[src/design/rmte_pkg.sv]
// Shared types, constants and helpers for the rotation matrix to Euler angle unit.
// No dependencies; every design file of the block refers to this package by scoped names.
package rmte_pkg;

    localparam int ANGLE_ITERATIONS_DEFAULT = 16;
    localparam int MAX_STAGES  = 32;
    localparam int SQRT_STEPS  = 16;
    localparam int SUM_W       = 2 * SQRT_STEPS;
    localparam int REM_W       = SQRT_STEPS + 3;
    localparam int ELEM_W      = 16;
    localparam int OPND_W      = ELEM_W + 1;
    localparam int CORDIC_W    = 28;
    localparam int ANGLE_W     = 25;
    localparam int THR_W       = 15;
    localparam int THR_RESET   = 1;

    localparam logic signed [ANGLE_W-1:0] PI_Q20      = 25'sd3294199;
    localparam logic signed [18:0]        YAW_LIMIT   = 19'sd25736;
    localparam logic signed [18:0]        PITCH_LIMIT = 19'sd12868;

    typedef struct packed {
        logic signed [ELEM_W-1:0] r00;
        logic signed [ELEM_W-1:0] r10;
        logic signed [ELEM_W-1:0] r20;
        logic signed [ELEM_W-1:0] r11;
        logic signed [ELEM_W-1:0] r12;
        logic signed [ELEM_W-1:0] r21;
        logic signed [ELEM_W-1:0] r22;
    } mat_t;

    typedef struct packed {
        logic [REM_W-1:0]      rem;
        logic [SQRT_STEPS-1:0] root;
        logic [SUM_W-1:0]      v;
    } sqrt_t;

    typedef struct packed {
        logic signed [CORDIC_W-1:0] x;
        logic signed [CORDIC_W-1:0] y;
        logic signed [ANGLE_W-1:0]  z;
        logic                       zero;
    } lane_t;

    // atan(2^-i) in Q.20 radians
    function automatic logic signed [ANGLE_W-1:0] atan_q20(input int i);
        logic signed [ANGLE_W-1:0] a;
        case (i)
            0:  a = 25'sd823550;
            1:  a = 25'sd486170;
            2:  a = 25'sd256879;
            3:  a = 25'sd130396;
            4:  a = 25'sd65451;
            5:  a = 25'sd32757;
            6:  a = 25'sd16383;
            7:  a = 25'sd8192;
            8:  a = 25'sd4096;
            9:  a = 25'sd2048;
            10: a = 25'sd1024;
            11: a = 25'sd512;
            12: a = 25'sd256;
            13: a = 25'sd128;
            14: a = 25'sd64;
            15: a = 25'sd32;
            16: a = 25'sd16;
            17: a = 25'sd8;
            18: a = 25'sd4;
            19: a = 25'sd2;
            20: a = 25'sd1;
            default: a = '0;
        endcase
        return a;
    endfunction

    // Scale operands by 256 and fold the left half plane onto the right one.
    function automatic lane_t launch(input logic signed [OPND_W-1:0] y,
                                     input logic signed [OPND_W-1:0] x);
        lane_t l;
        logic signed [CORDIC_W-1:0] xs;
        logic signed [CORDIC_W-1:0] ys;
        xs = {{(CORDIC_W-OPND_W-8){x[OPND_W-1]}}, x, 8'b0};
        ys = {{(CORDIC_W-OPND_W-8){y[OPND_W-1]}}, y, 8'b0};
        l.zero = (x == '0) && (y == '0);
        if (x[OPND_W-1])
        begin
            l.z = y[OPND_W-1] ? -PI_Q20 : PI_Q20;
            l.x = -xs;
            l.y = -ys;
        end
        else
        begin
            l.z = '0;
            l.x = xs;
            l.y = ys;
        end
        return l;
    endfunction

    // Round Q.20 to Q2.13 half up and clamp; a zero vector gives zero.
    function automatic logic signed [18:0] finish(input lane_t l,
                                                  input logic signed [18:0] lim);
        logic signed [ANGLE_W:0] s;
        logic signed [18:0]      q;
        s = {l.z[ANGLE_W-1], l.z} + 26'sd64;
        q = 19'(s >>> 7);
        if (l.zero)
            q = '0;
        else if (q > lim)
            q = lim;
        else if (q < -lim)
            q = -lim;
        return q;
    endfunction

endpackage

[src/design/rmte_cordic_cell.sv]
// One vectoring CORDIC micro-rotation with a fixed shift.
// Depends on rmte_pkg.
module rmte_cordic_cell
#(
    parameter int STAGE = 0
)
(
    input  logic           clk,
    input  logic           advance,
    input  rmte_pkg::lane_t in_lane,
    output rmte_pkg::lane_t out_lane
);

    rmte_pkg::lane_t lane_reg, lane_next;

    always_comb
    begin
        lane_next.zero = in_lane.zero;
        if (!in_lane.y[rmte_pkg::CORDIC_W-1])
        begin
            lane_next.x = in_lane.x + (in_lane.y >>> STAGE);
            lane_next.y = in_lane.y - (in_lane.x >>> STAGE);
            lane_next.z = in_lane.z + rmte_pkg::atan_q20(STAGE);
        end
        else
        begin
            lane_next.x = in_lane.x - (in_lane.y >>> STAGE);
            lane_next.y = in_lane.y + (in_lane.x >>> STAGE);
            lane_next.z = in_lane.z - rmte_pkg::atan_q20(STAGE);
        end
    end

    always_ff @(posedge clk)
    begin
        if (advance)
            lane_reg <= lane_next;
    end

    assign out_lane = lane_reg;

endmodule

[config.mk]
export PLATFORM = sky130hd
export DESIGN_NAME = rmte_cordic_cell
export DESIGN_NICKNAME = d
export VERILOG_FILES = /design/src/design/rmte_pkg.sv /design/src/design/rmte_cordic_cell.sv
export SDC_FILE = /design/constraint.sdc
export NUM_CORES = 1
export LEC_CHECK = 0
export BUFFER_PORTS_ARGS = -buffer_cell sky130_fd_sc_hd__buf_2
export CAP_MARGIN = 20
export CORE_ASPECT_RATIO = 0.5
export CORE_MARGIN = 8
export CORE_UTILIZATION = 55
export DETAILED_ROUTE_END_ITERATION = 16
export PLACE_DENSITY_LB_ADDON = 0.1
export REMOVE_ABC_BUFFERS = 1
export SLEW_MARGIN = 15
export SYNTH_ARGS = -nofsm -noshare
export SYNTH_HDL_FRONTEND = slang
export SYNTH_SLANG_ARGS = --single-unit
[constraint.sdc]
create_clock -name clk -period 3.8 [get_ports clk]
set_input_delay 0.76 -clock clk [delete_from_list [all_inputs] [get_ports clk]]
set_output_delay 0.76 -clock clk [all_outputs]
set_load 0.005 [all_outputs]
==> run metrics <==
first-pass GRT wire length=38,960 um; number of flip-flops in the largest register=just over 80; Worst-path clk slew=0.07 ns; share of layout cells above drive strength 1=23.77%; fin cells=1,296; Synth warnings=0; RSZ-0062 raised after global routing=no; Post-Synth XOR/XNOR Area=around 8%; initial antenna violation count=0; Net Sw Frac=34.73%; Psw=1208 uW; multiplexer share of the synthesized area=1.218%; CTS root buffer=clkbuf_16; Initial Util=56.51%; dominant synthesized flop cell=edfxtp_1; most frequent cells in the layout=buf_2 (164), ha_1 (112), a21oi_1 (109), inv_1 (93), edfxtp_1 (81); via count=7,559; Worst IR Drop VDD=0.2081 mV; GRT Overall Usage=25.02%; post-synthesis adder-cell area fraction=18.02%; Worst-Margin Slew=just under 0.7 ns; die width=188.9 um; post-CTS sizing=0; Critical Path Source Type=input port; P&R area growth vs syn=18.95%; class of the worst hold path=input port to register; Detail Route Antenna Nets=0; ys async rst share=0%; #FFs+latches synth=81; chip height=102.4 um; post-DR vias/cell=5.833; final max-slew violation count=0; CTS Buf Count=9; fmax=288.0 MHz; Routed WL per cell=approximately 19 um; min Tclk post-route=3.473 ns; cell row count=31; Distinct cells, synth=80; hold_buf cts=0; Crit path required time=~4 ns; sequential area share after synthesis=29.59%; Post-CTS Setup Repair Bufs=0; Post-Route WL=24,590 um; Core Util, Final=67.22%; Starting DRT DRC Count=641; status=finished clean; Comb pwr share=37.9%; # setup viols final=0; antenna fix cells=0; P_leak=0.004550 uW; # DRC=0; die area=19,350 um^2; max cap viols=0; H-Tree Level Count=3; Fin. Hold Viols=0; Reg power frac=about a third; Slew HR=53.19%; post-synthesis simple-gate area fraction=10.81%; Worst Hold Slack=0.5936 ns; combinational family with the most area after synthesis=compound AO/OA/AOI/OAI gates; clock power share=26.9%; Final GP Congestion=0.8942; Cells after Synth=907; fillers=1,235; critical path class=input port to register; Tcrit/Tclk final=91.38%; Nets=1,293; EDFF count, synth=81; I/O Pins=around 170; vias in the first global route=7,431; crit end category=register; CTS tree=built; IO buf count=165; Compound-Gate Fraction of Synth Area=25.41%; most common cell after layout, fill and taps aside=buf_2; dpl hpwl=slightly below 20,000 um; clk buf depth=2; Final Power=roughly 3500 uW; Mapped Area=8219 um^2; TNS Setup=0 ns; CP arrival=~3.6 ns; dpl cells=1,280; TritonRoute pass-1 iters=5; largest net degree at the start of global routing=47; Internal=2271 uW; Pwr Density=about 360 nW/um^2; clock sink total=81; Remaining Overflow, GRT=0; Critical Path Fanout Max=4; average size of a mapped cell=roughly 9 um^2; Core ar.=about 15,000 um^2
## cell families (layout without fill, tap and decap cells)
family,after synthesis,in the layout
xor gates and xnor gates,75,75
AOI/OAI and AO/OA,312,312
buffers and inverters,136,327
muxes,10,10
and+or+nand+nor,177,177
adders and majority gates,116,116
DFF,81,81
## Yosys cell counts, types with 4 or more instances
cell type	instances	area share, %
clkbuf_1	13	0.59
fa_1	4	0.97
buf_4	5	0.46
o21ai_0	51	3.1
xor2_1	14	1.5
or2_2	6	0.46
nand2b_1	6	0.46
a211oi_1	11	1.0
a31oi_1	11	0.84
nor3_1	18	1.1
inv_1	93	4.2
nand2_1	47	2.1
o211ai_1	6	0.55
a211oi_2	4	0.61
nor2b_1	12	0.91
mux2i_1	10	1.2
nor2_1	45	2.1
nand4_1	5	0.38
o21bai_1	24	2.2
a211o_1	4	0.43
xnor2_1	61	6.5
nand3_1	13	0.79
o21a_1	5	0.46
a21o_1	33	3.0
ha_1	112	17
o31ai_1	5	0.46
o21ai_1	7	0.43
and4_1	4	0.43
edfxtp_1	81	30
a21oi_1	109	6.6
buf_2	16	0.97
## final cells by class
class | instances | area, um^2 | share of cell area [%]
Clock buffer | 9 | 225.2 | 2.304
Clock inverter | 7 | 83.83 | 0.8574
Inverter | 97 | 364.1 | 3.724
Multi-Input combinational cell | 690 | 5215 | 53.34
Sequential cell | 81 | 2432 | 24.88
Tap cell | 198 | 247.7 | 2.534
Timing Repair Buffer | 214 | 1209 | 12.36
## power by group through the flow
stage          Combinational (uW)  Clock (uW)  Sequential [uW]
2_1_floorplan                 741           0             1260
3_3_place_gp                 1280           0             1240
3_5_place_dp                 1300           0             1240
4_1_cts                      1310         947             1230
5_1_grt                      1440         978             1240
6_report                     1320         937             1220
## worst max-delay path, cell delays in order
cell,delay [ns]
buf_2,0.10
ha_1,0.15
inv_1,0.06
fa_1,0.42
o21bai_1,0.24
a221o_2,0.25
a211oi_4,0.11
o31ai_4,0.41
a31oi_4,0.16
a211oi_2,0.43
o21ai_1,0.13
a211oi_2,0.23
xnor2_1,0.10
## per-stage QoR
step	setup WS, ns	instance area [um^2]
3_3_place_gp	0.05304	9468
2_1_floorplan	0.3978	8011
5_1_grt	0.1487	9777
3_5_place_dp	0.09570	9468
6_report	0.3274	9777
4_1_cts	0.4107	9777
## worst paths after layout
check | start | endpoint | slack [ns] | cells past startpoint
max | in_lane[26] | out_lane[80] | 0.33 | 13
min | in_lane[0] | out_lane[0] | 0.59 | 1
## routing by layer
layer	part of all wire, %	track usage (%)	routed length, um
met2	46	42.25	11260
met4	0.93	4.299	229
met5	0	0	0
met3	8.5	5.450	2078
met1	45	33.11	11020
No activity file was read; power rests on OpenSTA's default activity.
