<file path="src/design/rmte_pkg.sv">
// Shared types, constants and helpers for the rotation matrix to Euler angle unit.
// No dependencies; every design file of the block refers to this package by scoped names.
package rmte_pkg;

    localparam int ANGLE_ITERATIONS_DEFAULT = 16;
    localparam int MAX_STAGES  = 32;
    localparam int SQRT_STEPS  = 16;
    localparam int SUM_W       = 2 * SQRT_STEPS;
    localparam int REM_W       = SQRT_STEPS + 3;
    localparam int ELEM_W      = 16;
    localparam int OPND_W      = ELEM_W + 1;
    localparam int CORDIC_W    = 28;
    localparam int ANGLE_W     = 25;
    localparam int THR_W       = 15;
    localparam int THR_RESET   = 1;

    localparam logic signed [ANGLE_W-1:0] PI_Q20      = 25'sd3294199;
    localparam logic signed [18:0]        YAW_LIMIT   = 19'sd25736;
    localparam logic signed [18:0]        PITCH_LIMIT = 19'sd12868;

    typedef struct packed {
        logic signed [ELEM_W-1:0] r00;
        logic signed [ELEM_W-1:0] r10;
        logic signed [ELEM_W-1:0] r20;
        logic signed [ELEM_W-1:0] r11;
        logic signed [ELEM_W-1:0] r12;
        logic signed [ELEM_W-1:0] r21;
        logic signed [ELEM_W-1:0] r22;
    } mat_t;

    typedef struct packed {
        logic [REM_W-1:0]      rem;
        logic [SQRT_STEPS-1:0] root;
        logic [SUM_W-1:0]      v;
    } sqrt_t;

    typedef struct packed {
        logic signed [CORDIC_W-1:0] x;
        logic signed [CORDIC_W-1:0] y;
        logic signed [ANGLE_W-1:0]  z;
        logic                       zero;
    } lane_t;

    // atan(2^-i) in Q.20 radians
    function automatic logic signed [ANGLE_W-1:0] atan_q20(input int i);
        logic signed [ANGLE_W-1:0] a;
        case (i)
            0:  a = 25'sd823550;
            1:  a = 25'sd486170;
            2:  a = 25'sd256879;
            3:  a = 25'sd130396;
            4:  a = 25'sd65451;
            5:  a = 25'sd32757;
            6:  a = 25'sd16383;
            7:  a = 25'sd8192;
            8:  a = 25'sd4096;
            9:  a = 25'sd2048;
            10: a = 25'sd1024;
            11: a = 25'sd512;
            12: a = 25'sd256;
            13: a = 25'sd128;
            14: a = 25'sd64;
            15: a = 25'sd32;
            16: a = 25'sd16;
            17: a = 25'sd8;
            18: a = 25'sd4;
            19: a = 25'sd2;
            20: a = 25'sd1;
            default: a = '0;
        endcase
        return a;
    endfunction

    // Scale operands by 256 and fold the left half plane onto the right one.
    function automatic lane_t launch(input logic signed [OPND_W-1:0] y,
                                     input logic signed [OPND_W-1:0] x);
        lane_t l;
        logic signed [CORDIC_W-1:0] xs;
        logic signed [CORDIC_W-1:0] ys;
        xs = {{(CORDIC_W-OPND_W-8){x[OPND_W-1]}}, x, 8'b0};
        ys = {{(CORDIC_W-OPND_W-8){y[OPND_W-1]}}, y, 8'b0};
        l.zero = (x == '0) && (y == '0);
        if (x[OPND_W-1])
        begin
            l.z = y[OPND_W-1] ? -PI_Q20 : PI_Q20;
            l.x = -xs;
            l.y = -ys;
        end
        else
        begin
            l.z = '0;
            l.x = xs;
            l.y = ys;
        end
        return l;
    endfunction

    // Round Q.20 to Q2.13 half up and clamp; a zero vector gives zero.
    function automatic logic signed [18:0] finish(input lane_t l,
                                                  input logic signed [18:0] lim);
        logic signed [ANGLE_W:0] s;
        logic signed [18:0]      q;
        s = {l.z[ANGLE_W-1], l.z} + 26'sd64;
        q = 19'(s >>> 7);
        if (l.zero)
            q = '0;
        else if (q > lim)
            q = lim;
        else if (q < -lim)
            q = -lim;
        return q;
    endfunction

endpackage

</file>
<file path="src/design/rmte_sqrt_cell.sv">
// One digit step of the integer square root pipeline, carrying the matrix alongside.
// Depends on rmte_pkg.
module rmte_sqrt_cell
(
    input  logic           clk,
    input  logic           rst_n,
    input  logic           advance,
    input  logic           in_valid,
    input  rmte_pkg::sqrt_t in_sq,
    input  rmte_pkg::mat_t  in_mat,
    output logic           out_valid,
    output rmte_pkg::sqrt_t out_sq,
    output rmte_pkg::mat_t  out_mat
);

    logic valid_reg;
    rmte_pkg::sqrt_t sq_reg, sq_next;
    rmte_pkg::mat_t  mat_reg;
    logic [rmte_pkg::REM_W-1:0] rem_sh;
    logic [rmte_pkg::REM_W-1:0] trial;

    always_comb
    begin
        rem_sh  = {in_sq.rem[rmte_pkg::REM_W-3:0], in_sq.v[rmte_pkg::SUM_W-1 -: 2]};
        trial   = {1'b0, in_sq.root, 2'b01};
        sq_next.v = {in_sq.v[rmte_pkg::SUM_W-3:0], 2'b00};
        if (rem_sh >= trial)
        begin
            sq_next.rem  = rem_sh - trial;
            sq_next.root = {in_sq.root[rmte_pkg::SQRT_STEPS-2:0], 1'b1};
        end
        else
        begin
            sq_next.rem  = rem_sh;
            sq_next.root = {in_sq.root[rmte_pkg::SQRT_STEPS-2:0], 1'b0};
        end
    end

    always_ff @(posedge clk or negedge rst_n)
    begin
        if (!rst_n)
            valid_reg <= 1'b0;
        else if (advance)
            valid_reg <= in_valid;
    end

    always_ff @(posedge clk)
    begin
        if (advance)
        begin
            sq_reg  <= sq_next;
            mat_reg <= in_mat;
        end
    end

    assign out_valid = valid_reg;
    assign out_sq    = sq_reg;
    assign out_mat   = mat_reg;

endmodule

</file>
<file path="config.mk">
export PLATFORM = sky130hd
export DESIGN_NAME = rmte_sqrt_cell
export DESIGN_NICKNAME = d
export VERILOG_FILES = /design/src/design/rmte_pkg.sv /design/src/design/rmte_sqrt_cell.sv
export SDC_FILE = /design/constraint.sdc
export NUM_CORES = 1
export LEC_CHECK = 0
export BUFFER_PORTS_ARGS = -buffer_cell sky130_fd_sc_hd__buf_2
export CORE_AREA = 4 4 138 140
export CTS_CLUSTER_DIAMETER = 200
export DETAILED_ROUTE_END_ITERATION = 10
export DIE_AREA = 0 0 142 144
export PLACE_DENSITY = 0.7
export SLEW_MARGIN = 20
export SYNTH_ARGS = -nofsm -noshare
export SYNTH_HDL_FRONTEND = slang
export SYNTH_SLANG_ARGS = --single-unit
</file>
<file path="constraint.sdc">
create_clock -name clk -period 0.8 [get_ports clk]
set_clock_uncertainty 0.05 [all_clocks]
set_input_delay 0.08 -clock clk [delete_from_list [all_inputs] [get_ports clk]]
set_output_delay 0.08 -clock clk [all_outputs]
set_load 0.02 [all_outputs]
</file>
==> metrics.txt <==
outcome=finished, violations left; failing checks=hold timing, setup timing; reg-to-reg startpoint=out_valid; vias in the first global route=between 6000 and 7000; fmax=0.592 GHz; synth unique cells=45; CP max stage cell=nor4_4; Netlist Area Pre-Place=6670 um^2; Cell Area, Placed=9450 um^2; placed cell count=995; row count=49; most common cell after layout, fill and taps aside=buf_2; Post-DP HPWL=16400 um; CP Depth=10; DR iter-0 viols=370; Worst Path Buf+Inv=3; reg2reg end=out_valid; CTS Buffer Depth=2; layout overhead on the synthesized area=92.4%; largest stage delay on the critical path=0.29 ns; crit path setup slack, layout=-0.889 ns; Total GRT Usage=24.3%; H-tree depth=4; CP Max Fanout=11; CP Capture Type=flop; Ys Warns=0; Worst R2R Setup Slack=-0.07 ns; Req. time, crit path=about 0.9 ns; count of pins over their slew limit=0; gr ovfl total=0; Max VDD drop=~1.5 mV; DIE HEIGHT=144 um; Post-Route WL=roughly 27000 um; FFs w/ async S/R, synth=less than 1%; CTS tree=yes; first-pass iteration count of the detailed router=5; sequential area share after synthesis=between 80% and 90%; I/O pins=363; core area=17800 um^2; Wirelength per Cell=23.0 um; initial antenna violation count=5; Final ANT Viol Nets=0; commonest cells after routing, fill and taps aside=188 x buf_2, 177 x edfxtp_1, 170 x buf_6, 161 x dlygate4sd3_1, 59 x buf_4; EDFF count, synth=about 180; Pleak=5.43 nW; Yosys reg bits=about 180; number of fill cells=~1100; Synth Flop Type=edfxtp_1; # DRC=0; global-route wire length before repair=about 37000 um; Hold Crit Class=primary input to flop; final net count=~1200; Power, Total=0.0262 W; CP top delay family=simple AND/OR/NAND/NOR gates; Die Area=20400 um^2; fin cells=1198; crit start category=primary input; proportion of layout cells with a drive suffix above 1=between 50% and 60%; setup tns final=-69.89 ns; Crit. Startpoint=in_sq[37]; crit path kind=primary input to flop; Compound-Gate Fraction of Synth Area=5.58%; via count=between 5000 and 6000; Hold Slack=-0.0726 ns; minimum clock period=~1.7 ns; Post-Synthesis Cells=355; Finished Cell Area=12800 um^2; Setup crit end=out_sq[60]; clk sink count=about 180; clock insertion delay at the later pin of the skew report=0.42 ns; root buffer cell=clkbuf_16; CTS Buf Count=17; XOR/XNOR share of the synthesized area=between 1.5 and 2%; Post-Synth Adder-Cell Area=3.38%; Worst R2R Path Depth=1; GPL Wtd Cong=between 0.8 and 0.9; via/cell ratio=4.83; pin count of the biggest net entering global routing=34; Synth Area per Inst=18.8 um^2; port bufs=358; largest family of logic cells by synthesized area=compound AO/OA/AOI/OAI gates; max cap viols=0; post-synthesis mux area share=approximately 3.6%; RSZ-0062 raised after global routing=true; Simple-Gate Fraction of Synth Area=3.40%; WP data arrival=1.81 ns; Clock Pin Slew Worst Setup and Hold Paths=0.07 ns; Initial Utilization=37.4%; Die W=around 140 um; period utilization=211%; Hold Violations, Final=15; final setup vio count=around 200; CP cell instances=buf_2, inv_1, ha_4, nand2_2, a211oi_2, a21oi_2, nor4_4, nor2_4, buf_12, mux2_4; Cell Pwr Density=2040 nW/um^2
==> worst min-delay path by stage <==
stage / from / endpoint / slack, ns / cells past startpoint
finish: in_sq[48] / out_sq[50] / -0.07 / 2
global route: in_sq[59] / out_sq[61] / -0.09 / 2
CTS: in_sq[48] / out_sq[50] / -0.1 / 2
detailed placement: rst_n / out_valid / -0.19 / 1
global placement: rst_n / out_valid / -0.19 / 1
floorplan: rst_n / out_valid / -0.27 / 0
==> cells in the mapped netlist (all sizes together) (3+ instances only) <==
cell type | count | area share [%]
xnor2 | 8 | 1.1
o21a | 5 | 0.56
buf | 4 | 0.60
nor3 | 7 | 0.53
o211ai | 4 | 0.53
a211oi | 5 | 0.71
o21ai | 12 | 0.96
inv | 21 | 1.2
edfxtp | 177 | 80
mux2 | 17 | 3.3
nand2 | 12 | 0.68
xor2 | 7 | 0.92
ha | 18 | 3.4
nor2 | 11 | 0.73
nand4 | 3 | 0.28
a21oi | 16 | 1.3
nand3 | 4 | 0.30
==> state kept, by name, summed over array words and instances, names as in the netlist <==
name,count
out_sq,65
out_valid,1
out_mat,112
==> layout make-up <==
| type | instances | area (um^2) | area share (%) |
|---|---|---|---|
| inverter | 21 | 98.8 | 0.771 |
| clock buffer | 17 | 425 | 3.32 |
| tap | 229 | 287 | 2.23 |
| antenna | 3 | 7.51 | 0.0585 |
| timing repair buffer | 585 | 5040 | 39.3 |
| clock inverter | 14 | 163 | 1.27 |
| sequential | 178 | 5340 | 41.7 |
| multi-input combinational | 151 | 1460 | 11.3 |
==> what timing repair did <==
action                     in CTS  in global routing
gates resized for setup       212                139
setup endpoints to repair     199                199
hold buffers                  160                  1
hold endpoints to repair      176                 17
setup buffers                   7                  1
pin swaps                       4                  1
==> kinds of logic after synthesis <==
logic type	after synthesis
buffers and inverters	27
adder cells (fa/ha/maj)	18
AO/OA/AOI/OAI	53
multiplexers	19
XOR/XNOR	15
AND/OR/NAND/NOR	44
other	1
flip-flops	178
==> stage by stage <==
stage          setup slack (ns)  hold WS, ns  util (%)
5_1_grt                  -0.938      -0.0888      71.9
4_1_cts                  -0.847      -0.0950      69.3
2_1_floorplan             -1.15       -0.266         -
6_report                 -0.889      -0.0726      71.9
3_3_place_gp              -1.34       -0.195      53.0
3_5_place_dp              -1.38       -0.189      53.0
==> where the power goes <==
part	switching (W)	total, W	internal [W]	leakage [nW]
clock network	0.00393	0.00837	0.00445	0.285
registers	0.000450	0.0117	0.0112	1.74
logic	0.00289	0.00614	0.00325	3.40
==> routing by layer <==
metal  wire length [um]  global-route usage [%]  up-vias
li1                   -                       -     2572
met1               9360                    26.3     2796
met2              14400                    42.3      330
met3               2310                    8.30       80
met4               1450                    12.7        4
met5                 14                       0        -
No activity file was read; power rests on OpenSTA's default activity.
